$ cat src/rtl/core/tprf_pkg.sv
`timescale 1ns / 1ps
// ----------------------------------------------------------------------------
// tprf_pkg
// Shared types and constants for the transformed printable-run finder.
// ----------------------------------------------------------------------------
package tprf_pkg;

    localparam int CFG_IDX_W  = 2;
    localparam int CFG_DATA_W = 8;
    localparam int S_DATA_W   = 16;
    localparam int M_DATA_W   = 48;

    localparam logic [CFG_IDX_W-1:0] CFG_KIND   = 2'd0;
    localparam logic [CFG_IDX_W-1:0] CFG_AMOUNT = 2'd1;
    localparam logic [CFG_IDX_W-1:0] CFG_MINLEN = 2'd2;

    localparam logic [1:0] KIND_ROTL  = 2'd0;
    localparam logic [1:0] KIND_ROTR  = 2'd1;
    localparam logic [1:0] KIND_SHIFT = 2'd2;
    localparam logic [1:0] KIND_XOR   = 2'd3;

    localparam logic [7:0] PRINT_LO = 8'h20;
    localparam logic [7:0] PRINT_HI = 8'h7E;

    localparam logic ITEM_CHAR = 1'b0;
    localparam logic ITEM_END  = 1'b1;

    typedef enum logic [1:0] {
        ST_IDLE,
        ST_HELD,
        ST_CHAR,
        ST_ENDM
    } ctrl_state_t;

    typedef enum logic [1:0] {
        SEL_HELD,
        SEL_CHAR,
        SEL_END
    } out_sel_t;

    typedef struct packed {
        logic     accept;
        logic     load;
        out_sel_t sel;
        logic     last;
    } tprf_cmd_t;

    typedef struct packed {
        logic go_held;
        logic go_char;
        logic go_end;
        logic held_done;
        logic eod;
        logic out_free;
    } tprf_status_t;

endpackage

$ cat src/rtl/core/tprf_ctrl.sv
`timescale 1ns / 1ps
// ----------------------------------------------------------------------------
// tprf_ctrl
// Sequencer: accepts an item, then steps the output register through held
// characters, the current character and the run-end mark.
// ----------------------------------------------------------------------------
module tprf_ctrl (
    input  logic                  clk,
    input  logic                  rst_n,
    input  logic                  s_tvalid,
    output logic                  s_tready,
    input  tprf_pkg::tprf_status_t status,
    output tprf_pkg::tprf_cmd_t    cmd
);
    import tprf_pkg::*;

    ctrl_state_t state_reg;
    ctrl_state_t state_next;

    always_ff @(posedge clk or negedge rst_n)
    begin
        if (!rst_n)
        begin
            state_reg <= ST_IDLE;
        end
        else
        begin
            state_reg <= state_next;
        end
    end

    always_comb
    begin
        state_next = state_reg;
        unique case (state_reg)
            ST_IDLE:
            begin
                if (s_tvalid)
                begin
                    priority if (status.go_held) state_next = ST_HELD;
                    else if (status.go_char)     state_next = ST_CHAR;
                    else if (status.go_end)      state_next = ST_ENDM;
                    else                         state_next = ST_IDLE;
                end
            end
            ST_HELD:
            begin
                if (status.out_free && status.held_done)
                begin
                    state_next = ST_CHAR;
                end
            end
            ST_CHAR:
            begin
                if (status.out_free)
                begin
                    state_next = status.eod ? ST_ENDM : ST_IDLE;
                end
            end
            ST_ENDM:
            begin
                if (status.out_free)
                begin
                    state_next = ST_IDLE;
                end
            end
            default: state_next = ST_IDLE;
        endcase
    end

    always_comb
    begin
        s_tready   = 1'b0;
        cmd.accept = 1'b0;
        cmd.load   = 1'b0;
        cmd.sel    = SEL_CHAR;
        cmd.last   = 1'b0;
        unique case (state_reg)
            ST_IDLE:
            begin
                s_tready   = 1'b1;
                cmd.accept = s_tvalid;
            end
            ST_HELD:
            begin
                cmd.load = status.out_free;
                cmd.sel  = SEL_HELD;
            end
            ST_CHAR:
            begin
                cmd.load = status.out_free;
                cmd.sel  = SEL_CHAR;
                cmd.last = !status.eod;
            end
            ST_ENDM:
            begin
                cmd.load = status.out_free;
                cmd.sel  = SEL_END;
                cmd.last = 1'b1;
            end
            default:
            begin
                s_tready = 1'b0;
            end
        endcase
    end

endmodule

$ cat src/rtl/core/tprf_datapath.sv
`timescale 1ns / 1ps
// ----------------------------------------------------------------------------
// tprf_datapath
// Config registers, byte transform, run tracking, held-character file and
// output register.
// ----------------------------------------------------------------------------
module tprf_datapath #(
    parameter int RUN_LEN_CAP = 16,
    parameter int POS_WIDTH   = 32
) (
    input  logic                               clk,
    input  logic                               rst_n,
    input  logic                               cfg_we,
    input  logic [tprf_pkg::CFG_IDX_W-1:0]     cfg_index,
    input  logic [tprf_pkg::CFG_DATA_W-1:0]    cfg_data,
    input  logic [tprf_pkg::S_DATA_W-1:0]      s_tdata,
    input  logic                               s_tlast,
    input  logic                               m_tready,
    input  tprf_pkg::tprf_cmd_t                cmd,
    output tprf_pkg::tprf_status_t             status,
    output logic                               m_tvalid,
    output logic [tprf_pkg::M_DATA_W-1:0]      m_tdata,
    output logic                               m_tuser,
    output logic                               m_tlast
);
    import tprf_pkg::*;

    localparam int MW     = $clog2(RUN_LEN_CAP + 1);
    localparam int HDEPTH = RUN_LEN_CAP - 1;
    localparam int HIDX_W = (HDEPTH > 1) ? $clog2(HDEPTH) : 1;

    logic [1:0]           kind_reg;
    logic [7:0]           amount_reg;
    logic [4:0]           minlen_reg;

    logic [POS_WIDTH-1:0] pos_reg, pos_next;
    logic [MW-1:0]        rc_reg, rc_next;
    logic [POS_WIDTH-1:0] start_reg, start_next;
    logic                 printing_reg, printing_next;
    logic                 found_reg, found_next;
    logic [7:0]           held_reg [HDEPTH];

    logic [7:0]           ch_reg;
    logic                 eod_reg;
    logic                 first_reg;
    logic                 cfirst_reg;
    logic [POS_WIDTH-1:0] bstart_reg;
    logic [HIDX_W-1:0]    idx_reg;

    logic                 ovalid_reg;
    logic                 okind_reg;
    logic [7:0]           ochar_reg;
    logic [31:0]          ostart_reg;
    logic                 ofirstc_reg;
    logic                 ofirstr_reg;
    logic                 olast_reg;

    logic [7:0]           b, nb, ch;
    logic [2:0]           k;
    logic [15:0]          rotl_w, rotr_w, shl_w;
    logic                 printable;
    logic [MW-1:0]        m_eff;
    logic [MW-1:0]        rc_inc;
    logic                 qualify;
    logic                 held_wr;
    logic [63:0]          bstart_ext;

    assign b  = s_tdata[7:0];
    assign nb = s_tdata[15:8];
    assign k  = amount_reg[2:0];

    assign rotl_w = {b, b} << k;
    assign rotr_w = {b, b} >> k;
    assign shl_w  = {b, nb} << k;

    always_comb
    begin
        if (kind_reg == KIND_XOR)
        begin
            ch = b ^ amount_reg;
        end
        else if (amount_reg == 8'd0 || amount_reg > 8'd7)
        begin
            ch = b;
        end
        else
        begin
            unique case (kind_reg)
                KIND_ROTL:  ch = rotl_w[15:8];
                KIND_ROTR:  ch = rotr_w[7:0];
                KIND_SHIFT: ch = shl_w[15:8];
                default:    ch = b;
            endcase
        end
    end

    always_comb
    begin
        if (minlen_reg == 5'd0)
        begin
            m_eff = MW'(1);
        end
        else if (int'(minlen_reg) > RUN_LEN_CAP)
        begin
            m_eff = MW'(RUN_LEN_CAP);
        end
        else
        begin
            m_eff = MW'(minlen_reg);
        end
    end

    assign printable = (ch >= PRINT_LO) && (ch <= PRINT_HI);
    assign rc_inc    = rc_reg + MW'(1);
    assign qualify   = printable && !printing_reg && (rc_inc >= m_eff);

    // run state update for an accepted item
    always_comb
    begin
        pos_next      = pos_reg;
        rc_next       = rc_reg;
        start_next    = start_reg;
        printing_next = printing_reg;
        found_next    = found_reg;
        held_wr       = 1'b0;
        if (cmd.accept)
        begin
            if (!printable)
            begin
                if (printing_reg)
                begin
                    found_next = 1'b1;
                end
                printing_next = 1'b0;
                rc_next       = '0;
            end
            else if (!printing_reg)
            begin
                if (rc_reg == '0)
                begin
                    start_next = pos_reg;
                end
                rc_next = rc_inc;
                if (rc_inc < m_eff)
                begin
                    held_wr = 1'b1;
                end
                else
                begin
                    printing_next = 1'b1;
                end
            end
            if (s_tlast)
            begin
                if (printing_next)
                begin
                    found_next = 1'b1;
                end
                pos_next      = '0;
                rc_next       = '0;
                start_next    = '0;
                printing_next = 1'b0;
            end
            else
            begin
                pos_next = pos_reg + POS_WIDTH'(1);
            end
        end
    end

    always_ff @(posedge clk or negedge rst_n)
    begin
        if (!rst_n)
        begin
            kind_reg     <= KIND_ROTL;
            amount_reg   <= 8'd1;
            minlen_reg   <= 5'd3;
            pos_reg      <= '0;
            rc_reg       <= '0;
            start_reg    <= '0;
            printing_reg <= 1'b0;
            found_reg    <= 1'b0;
            ovalid_reg   <= 1'b0;
        end
        else
        begin
            if (cfg_we)
            begin
                unique case (cfg_index)
                    CFG_KIND:   kind_reg   <= cfg_data[1:0];
                    CFG_AMOUNT: amount_reg <= cfg_data;
                    CFG_MINLEN: minlen_reg <= cfg_data[4:0];
                    default:    kind_reg   <= kind_reg;
                endcase
            end
            pos_reg      <= pos_next;
            rc_reg       <= rc_next;
            start_reg    <= start_next;
            printing_reg <= printing_next;
            found_reg    <= found_next;
            if (cmd.load)
            begin
                ovalid_reg <= 1'b1;
            end
            else if (m_tready)
            begin
                ovalid_reg <= 1'b0;
            end
        end
    end

    always_ff @(posedge clk)
    begin
        if (held_wr)
        begin
            held_reg[rc_reg[HIDX_W-1:0]] <= ch;
        end
        if (cmd.accept)
        begin
            ch_reg     <= ch;
            eod_reg    <= s_tlast;
            first_reg  <= !found_reg;
            cfirst_reg <= qualify && (m_eff == MW'(1));
            if (printable && !printing_reg && rc_reg == '0)
            begin
                bstart_reg <= pos_reg;
            end
            else
            begin
                bstart_reg <= start_reg;
            end
            idx_reg    <= '0;
        end
        else if (cmd.load && cmd.sel == SEL_HELD)
        begin
            idx_reg <= idx_reg + HIDX_W'(1);
        end
        if (cmd.load)
        begin
            ostart_reg  <= bstart_ext[31:0];
            ofirstr_reg <= first_reg;
            olast_reg   <= cmd.last;
            unique case (cmd.sel)
                SEL_HELD:
                begin
                    okind_reg   <= ITEM_CHAR;
                    ochar_reg   <= held_reg[idx_reg];
                    ofirstc_reg <= (idx_reg == '0);
                end
                SEL_CHAR:
                begin
                    okind_reg   <= ITEM_CHAR;
                    ochar_reg   <= ch_reg;
                    ofirstc_reg <= cfirst_reg;
                end
                SEL_END:
                begin
                    okind_reg   <= ITEM_END;
                    ochar_reg   <= 8'd0;
                    ofirstc_reg <= 1'b0;
                end
                default:
                begin
                    okind_reg   <= ITEM_END;
                    ochar_reg   <= 8'd0;
                    ofirstc_reg <= 1'b0;
                end
            endcase
        end
    end

    assign bstart_ext = 64'(bstart_reg);

    assign status.go_held   = qualify && (m_eff > MW'(1));
    assign status.go_char   = printable && (printing_reg || qualify);
    assign status.go_end    = !printable && printing_reg;
    assign status.held_done = ({1'b0, MW'(idx_reg)} == ({1'b0, m_eff} - (MW + 1)'(2)));
    assign status.eod       = eod_reg;
    assign status.out_free  = !ovalid_reg || m_tready;

    assign m_tvalid = ovalid_reg;
    assign m_tuser  = okind_reg;
    assign m_tlast  = olast_reg;
    assign m_tdata  = {6'd0, ofirstr_reg, ofirstc_reg, ostart_reg, ochar_reg};

endmodule

$ cat src/rtl/core/transformed_printable_run_finder_top.sv
`timescale 1ns / 1ps
// ----------------------------------------------------------------------------
// transformed_printable_run_finder_top
// Byte transform plus printable-run extraction with held-character burst.
// ----------------------------------------------------------------------------
// An item that causes no result leaves the sequencer idle, and the input stays
// ready. For an item that causes results, the sequencer loads the single
// output register once per cycle while the output side does not stall, first
// with the held characters of a newly qualified run (read one per cycle from
// the held-character register file), then with the current character, then
// with the run-end mark. Input is not taken while that sequence runs. Config
// writes are registered, with no read-back.
module transformed_printable_run_finder_top #(
    parameter int RUN_LEN_CAP = 16,
    parameter int POS_WIDTH   = 32
) (
    input  logic                            clk,
    input  logic                            rst_n,
    input  logic                            cfg_we,
    input  logic [tprf_pkg::CFG_IDX_W-1:0]  cfg_index,
    input  logic [tprf_pkg::CFG_DATA_W-1:0] cfg_data,
    input  logic                            s_tvalid,
    output logic                            s_tready,
    input  logic [tprf_pkg::S_DATA_W-1:0]   s_tdata,   // byte_in, next_byte
    input  logic                            s_tlast,   // end_of_data
    output logic                            m_tvalid,
    input  logic                            m_tready,
    // char_out, run_start, run_first_char, first_run_of_pass, zero pad
    output logic [tprf_pkg::M_DATA_W-1:0]   m_tdata,
    output logic                            m_tuser,   // item_kind
    output logic                            m_tlast    // last_of_burst
);
    import tprf_pkg::*;

    tprf_cmd_t    cmd;
    tprf_status_t status;

    tprf_ctrl u_ctrl (
        .clk      (clk),
        .rst_n    (rst_n),
        .s_tvalid (s_tvalid),
        .s_tready (s_tready),
        .status   (status),
        .cmd      (cmd)
    );

    tprf_datapath #(
        .RUN_LEN_CAP (RUN_LEN_CAP),
        .POS_WIDTH   (POS_WIDTH)
    ) u_dp (
        .clk       (clk),
        .rst_n     (rst_n),
        .cfg_we    (cfg_we),
        .cfg_index (cfg_index),
        .cfg_data  (cfg_data),
        .s_tdata   (s_tdata),
        .s_tlast   (s_tlast),
        .m_tready  (m_tready),
        .cmd       (cmd),
        .status    (status),
        .m_tvalid  (m_tvalid),
        .m_tdata   (m_tdata),
        .m_tuser   (m_tuser),
        .m_tlast   (m_tlast)
    );

endmodule

$ cat config.mk
export PLATFORM = sky130hd
export DESIGN_NAME = transformed_printable_run_finder_top
export DESIGN_NICKNAME = d
export VERILOG_FILES = /design/src/rtl/core/tprf_pkg.sv /design/src/rtl/core/tprf_ctrl.sv /design/src/rtl/core/tprf_datapath.sv /design/src/rtl/core/transformed_printable_run_finder_top.sv
export SDC_FILE = /design/constraint.sdc
export NUM_CORES = 1
export LEC_CHECK = 0
export ABC_AREA = 0
export BUFFER_PORTS_ARGS = -buffer_cell sky130_fd_sc_hd__buf_4
export CORE_MARGIN = 1.5
export CORE_UTILIZATION = 35
export CTS_BUF_LIST = sky130_fd_sc_hd__clkbuf_2
export CTS_CLUSTER_SIZE = 12
export DETAILED_ROUTE_END_ITERATION = 10
export HOLD_SLACK_MARGIN = 0.08
export PLACE_DENSITY_LB_ADDON = 0.15
export SKIP_LAST_GASP = 1
export SLEW_MARGIN = 20
export SYNTH_ARGS = -nofsm -noshare
export SYNTH_HDL_FRONTEND = slang
export SYNTH_SLANG_ARGS = --single-unit
$ cat constraint.sdc
create_clock -name clk -period 13.1 [get_ports clk]
set_input_delay 0.655 -clock clk [delete_from_list [all_inputs] [get_ports clk]]
set_output_delay 0.655 -clock clk [all_outputs]
set_load 0.02 [all_outputs]
# ---- Word level (Yosys, flattened, before mapping)
# Memory sizes are Yosys's and may differ from the RTL's. A register that Yosys moved wholly into a read port is not among the register bits.
# Cells that the tools add are included.
dict set report word_totals {
  register_bits 180
  ramBits 120
  wordCells 140
  memories 1
}
dict set report classes {
  add_sub_neg 4
  magnitude_cmp 7
  eq_ne 17
  shifts 3
  mux 49
  bitwise_logic 1
  n_reduce_logical 36
}
# memory words word_bits rd rd_clocked_by_memory_dff write_ports line
set mem_list {}
lappend mem_list {u_dp.held_reg 15 8 1 1 1 tprf_datapath.sv:41} ;# logic [7:0] held_reg [HDEPTH];
# cell n
set ops {}
lappend ops {{32-bit 2-to-1 mux} 6}
lappend ops {{32-bit by 1-bit adder with 32-bit output, second input constant} 1}
lappend ops {{16-bit by 3-bit << shifter with 16-bit output} 2}
lappend ops {{5-bit 2-to-1 mux} 5}
lappend ops {{8-bit one-hot mux with 3 select lines} 1}
lappend ops {{1-bit 2-to-1 mux} 20}
lappend ops {{2-bit 2-to-1 mux} 8}
lappend ops {{8-bit 2-to-1 mux} 2}
lappend ops {{8-bit one-hot mux with 2 select lines} 1}
lappend ops {{16-bit by 3-bit >> shifter with 8-bit output} 1}
lappend ops {{2-bit equality test, second input constant} 5}
lappend ops {{1-bit logical AND} 10}
lappend ops {{5-bit logical NOT} 2}
lappend ops {{3-bit one-hot mux with 3 select lines} 1}
lappend ops {{2-bit by 1-bit equality test with 1-bit output, second input constant} 4}
lappend ops {{8-bit by 6-bit >= comparator with 1-bit output, second input constant} 1}
lappend ops {{8-bit by 3-bit greater-than comparator with 1-bit output, second input constant} 1}
lappend ops {{8-bit by 7-bit <= comparator with 1-bit output, second input constant} 1}
lappend ops {{2-bit logical NOT} 4}
lappend ops {{8-bit logical NOT} 1}
lappend ops {{4-bit 2-to-1 mux} 2}
lappend ops {{2-bit one-hot mux with 4 select lines} 1}
lappend ops {{2-bit AND reduction} 4}
lappend ops {{4-bit AND reduction} 2}
lappend ops {{other kinds (19)} 31}

# ---- Depth between registers and ports, before layout
dict set report logic_depth {
  word_depth 14
  mapped_depth 14
  mapped_depth_nobuf 11
}

# ---- By module
# A second synthesis with hierarchy kept.
dict set report hier_totals {
  hier_cells 1021
  area_unflattened_um2 14109.8
}
# module instances cells_each area_each_um2
set modules_own_cells {}
lappend modules_own_cells {tprf_datapath 1 1000 13930.9}
lappend modules_own_cells {tprf_ctrl 1 21 178.9}

# ---- Worst setup path before layout
# OpenSTA, ideal clock, no wires.
dict set report synth_timing {
  path_kind {register to register}
  start {register u_dp.amount_reg[4]}
  end {memory u_dp.held_reg[0][0], enable pin}
  setup_time_ns 0.395
  arrival_ns 3.731
  path_slack_ns 8.974
  path_stages_with_launch 9
  path_buffers 1
  period_less_slack_ns 4.126
  path_cell_list {dfrtp_1 > or4_4 > nor4_4 > o21ai_0 > a211oi_1 > o21ba_4 > nand3_2 > buf_2 > nor4_1}
}
dict set report synth_via {
  elab_chain_cells 10
  elab_cells_between_ends 13
}
# element line
set synth_lines {}
lappend synth_lines {{from (decl)} tprf_datapath.sv:33} ;# logic [7:0] amount_reg;
lappend synth_lines {{from (signal assigned)} tprf_datapath.sv:191} ;# CFG_AMOUNT: amount_reg <= cfg_data;
lappend synth_lines {{8-bit by 3-bit greater-than comparator with 1-bit output or 8-bit logical NOT (tied branches)} tprf_datapath.sv:82} ;# else if (amount_reg == 8'd0 || amount_reg > 8'd7)
lappend synth_lines {{1-bit logical OR *} tprf_datapath.sv:82}
lappend synth_lines {{8-bit 2-to-1 mux *} tprf_datapath.sv:82}
lappend synth_lines {{8-bit 2-to-1 mux *} tprf_datapath.sv:78} ;# if (kind_reg == KIND_XOR)
lappend synth_lines {{via u_dp.ch[5]} tprf_datapath.sv:58} ;# logic [7:0] b, nb, ch;
lappend synth_lines {{8-bit by 6-bit >= comparator with 1-bit output or 8-bit by 7-bit <= comparator with 1-bit output (tied branches)} tprf_datapath.sv:113} ;# assign printable = (ch >= PRINT_LO) && (ch <= PRINT_HI);
lappend synth_lines {{1-bit logical AND *} tprf_datapath.sv:113}
lappend synth_lines {{1-bit 2-to-1 mux *} tprf_datapath.sv:128} ;# if (!printable)
lappend synth_lines {{1-bit 2-to-1 mux *} tprf_datapath.sv:126} ;# if (cmd.accept)
lappend synth_lines {{1-bit 2-to-1 mux *} tprf_datapath.sv:214} ;# if (held_wr)
lappend synth_lines {{1-bit 2-to-1 mux (not written as such) *} tprf_datapath.sv:216} ;# held_reg[rc_reg[HIDX_W-1:0]] <= ch;
lappend synth_lines {{to (decl)} tprf_datapath.sv:41}
# The timed path passes the listed nets; every way through them passes the cells marked *.

# ---- Final worst setup path
dict set report layout_timing {
  start {register u_dp.amount_reg[2]}
  end {memory u_dp.held_reg[3][4], enable pin}
}
dict set report layout_via {
  elab_chain_cells 10
  elab_cells_between_ends 17
}
# element line
set layout_lines {}
lappend layout_lines {{8-bit by 3-bit greater-than comparator with 1-bit output, or another cell as far along} tprf_datapath.sv:82}
lappend layout_lines {{1-bit logical OR or 8-bit one-hot mux with 3 select lines (tied branches)} {tprf_datapath.sv:82, tprf_datapath.sv:88}}
lappend layout_lines {{8-bit 2-to-1 mux *} tprf_datapath.sv:82}
lappend layout_lines {{8-bit 2-to-1 mux *} tprf_datapath.sv:78}
lappend layout_lines {{via u_dp.ch[6]} tprf_datapath.sv:58}
lappend layout_lines {{8-bit by 6-bit >= comparator with 1-bit output or 8-bit by 7-bit <= comparator with 1-bit output (tied branches)} tprf_datapath.sv:113}
lappend layout_lines {{1-bit logical AND *} tprf_datapath.sv:113}
lappend layout_lines {{1-bit 2-to-1 mux *} tprf_datapath.sv:128}
lappend layout_lines {{1-bit 2-to-1 mux *} tprf_datapath.sv:126}
lappend layout_lines {{1-bit 2-to-1 mux *} tprf_datapath.sv:214}
lappend layout_lines {{1-bit 2-to-1 mux (not written as such) *} tprf_datapath.sv:216}
# Marked as above.

==> flow_summary.ini <==
[worst_setup_path]
kind_of_critical_path = flip-flop to flip-flop
cp-start-kind = flip-flop
timing.reg2reg.setup_slack_ps = 7360
timing.critical_path.required_ps = 13620
worstPathCellList = clkinv_1 > nor3_1 > or3b_2 > and4_1 > nor4bb_1 > nand4_1 > buf_4 > nand3_2 > nor3_2
critPathMaxStageDelay_ps = 1010
critical_path.max_fanout = 74
rr_worst_depth = 9
timing.critical_path.arrival_ps = 6260
r2r-start = u_dp.amount_reg[2]
cpMaxStageDelayCell = nor3_2
rr_endpoint = u_dp.held_reg[3][4]
worst_setup_path_end_kind = flip-flop

[layout]
layout_cells_sized_above_1_pct = 27.7
largest_register_ffs = 120
fillers = 3952
nNetsFinal = 1307
flow.area_growth_from_synthesis_pct = 13.9
layoutNonFillerInstCount = 1865

[outcome]
failed_checks = DRC
status = complete, but fails checks

[placement]
place.gp.congestion = 0.814
placed_cells = 1692
io_buffers = 76
place.detailed.hpwl_um = 21200
detailedPlace.worstSlack_ps = 7390

[power_and_ir_drop]
power.ir.vdd_worst_mv = 0.0647
power_density_nw_per_um2 = 173
leakage_uw = 0.00614

[sta]
maxSlewViolCount = 0
timing.final.crit_share_pct = 43.8
timing.max_slew.rel_slack_pct = 24.7
rsz0062_at_grt = false
tightestPinTransition_ps = 1120
worst_clock_skew_ps = 90.9
finalCriticalPeriod_ps = 5740
final-setup-viol-count = 0
report.final.hold_viol_count = 0
hold_slack_ps = 185
timing.fmax_mhz = 174
final.setup.worst_slack_ps = 7360
setup_tns_ps = 0

[synth]
syn-mean-instance-area_sq_um = 12.8
synthesis.instances = 1147
synth_sequential_area_ratio_pct = 58.8
synth-edff-count = 207
synth-warning-count = 0
ys_seq_elements = 304
synth_ff_type = edfxtp_1
mappedNetlistArea_sq_um = 14600
distinct_cell_type_count_after_synthesis = 79
synth-async-reset-ratio_pct = 29.3

[cts]
cts_tree = done
hold_fix_buffer_count_after_cts = 16
max-clock-path-buffers = 3
cts.repair_timing.setup_buffer_count = 0
ctsRootBufferMaster = clkbuf_2
clk_latency_ps = 980
cts_made_buffers = 84
clock_transition_at_path_regs_ps = 100
postCtsResizedCells = 0
clkSinkCount = 304
cts_max_level = 3

[floorplan]
die_y_um = 208
core.rowCount = 74
boundaryPins = 84
die_w_um = 208
die_footprint_sq_um = 43100
starting_density_of_the_core_pct = 35.7
total_core_area_sq_um = 41000

[job]
drv.max_cap_violation_count = 0

[route]
route.antenna.remaining_nets = 0
number_of_drc_violations_after_detailed_routing_iteration_0 = 583
via_per_inst = 5.26
drt_drc_violations_left = 5
detailedRoute.firstPassIterationCount = 8
vias = 9815
routed_wire_length_per_instance_um = 19.0
detail_route.wirelength_um = 35500

[grt]
vias_in_the_first_global_route = 10100
grt_use_total_pct = 16.8
grt_first_pass_wirelength_um = 57100
globalRoute.totalOverflow = 0
grt_max_degree = 75
grt_antenna_before_repair = 2

[hold_path]
worst_hold_path_type = primary input to asynchronous set/reset pin
-- where the power goes --
group	internal, uW	switching, uW
sequential	1240	88.4
clock	314	400
combinational	308	525
total	1870	1010
-- cell usage in the layout (no fill, tap or decap), types with 12 or more instances in the layout --
master         count
edfxtp_1         207
clkbuf_2         139
buf_4            101
dfrtp_1           86
nand3_1           84
nand2_1           81
nor2_1            60
inv_1             55
o21ai_0           43
mux4_2            40
nor3b_1           32
mux2i_1           30
o311ai_2          28
mux2_2            24
xor2_1            20
a21oi_1           18
xnor2_1           18
dlygate4sd3_1     16
nor3_1            13
ha_1              13
o21ai_1           12
-- worst max-delay path by stage --
stage,from,slack (ps),endpoint,depth (start not counted)
after floorplan,u_dp.amount_reg[4],8970,u_dp.held_reg[0][0],8
after global placement,u_dp.amount_reg[2],7500,u_dp.held_reg[3][4],9
after detailed placement,u_dp.kind_reg[0],7390,u_dp.held_reg[3][4],10
after CTS,u_dp.kind_reg[0],7300,u_dp.held_reg[3][4],10
after global routing,u_dp.kind_reg[0],7040,u_dp.held_reg[3][4],10
final,u_dp.amount_reg[2],7360,u_dp.held_reg[3][4],9
-- cells in the mapped netlist (all sizes together) (18+ instances only) --
cell type | instances | area share (%)
edfxtp | 207 | 42
dfrtp | 86 | 15
nand3 | 85 | 2.9
nand2 | 82 | 2.1
nor2 | 61 | 1.6
inv | 57 | 1.5
o21ai | 55 | 1.9
clkbuf | 48 | 1.2
buf | 45 | 1.7
mux4 | 40 | 6.2
o311ai | 33 | 3.4
nor3b | 32 | 1.6
mux2i | 30 | 2.1
mux2 | 24 | 1.8
xor2 | 20 | 1.2
a21oi | 18 | 0.62
xnor2 | 18 | 1.1
-- stage by stage --
stage	cell area, sq um	util (%)	total power (uW)
2_1_floorplan	14700	-	1930
6_report	16700	40.6	2880
5_1_grt	16700	40.6	3070
3_3_place_gp	15700	38.3	2190
3_5_place_dp	15700	38.3	2200
4_1_cts	16700	40.6	2930
-- layout make-up --
| type | count | area, sq um | area share [%] |
|---|---|---|---|
| multi-input combinational | 696 | 5450 | 32.7 |
| timing repair buffer | 117 | 918 | 5.51 |
| clock inverter | 14 | 106 | 0.638 |
| antenna | 4 | 10.0 | 0.0600 |
| tap | 532 | 666 | 3.99 |
| clock buffer | 139 | 696 | 4.17 |
| inverter | 59 | 221 | 1.33 |
| sequential | 304 | 8610 | 51.6 |
-- critical path: cells and delay by family, from the launching register on --
kind / cells / cell delay [ps]
AND/OR/NAND/NOR: 7 / 3130
buffers and inverters: 2 / 1170
flip-flops: 1 / 950
-- kinds of logic (layout without fill, tap and decap cells) --
family | after synthesis | after routing | share of synthesized area, %
and+or+nand+nor | 372 | 372 | 13.5
DFF | 304 | 304 | 58.8
AOI/OAI and AO/OA | 173 | 173 | 9.74
buffers and inverters | 152 | 329 | 4.47
muxes | 94 | 94 | 10.0
xor gates and xnor gates | 38 | 38 | 2.27
adders and majority gates | 13 | 13 | 1.11
other | 1 | 10 | 0.0256
-- metal layers --
| layer | wire length [um] | vias to the layer above | global-route usage, % |
|---|---|---|---|
| li1 | - | 4595 | - |
| met1 | 17300 | 4913 | 24.1 |
| met2 | 15800 | 267 | 25.5 |
| met3 | 1890 | 40 | 3.77 |
| met4 | 481 | 0 | 5.22 |
| met5 | 0 | - | 0 |
No activity file was read; power rests on OpenSTA's default activity.
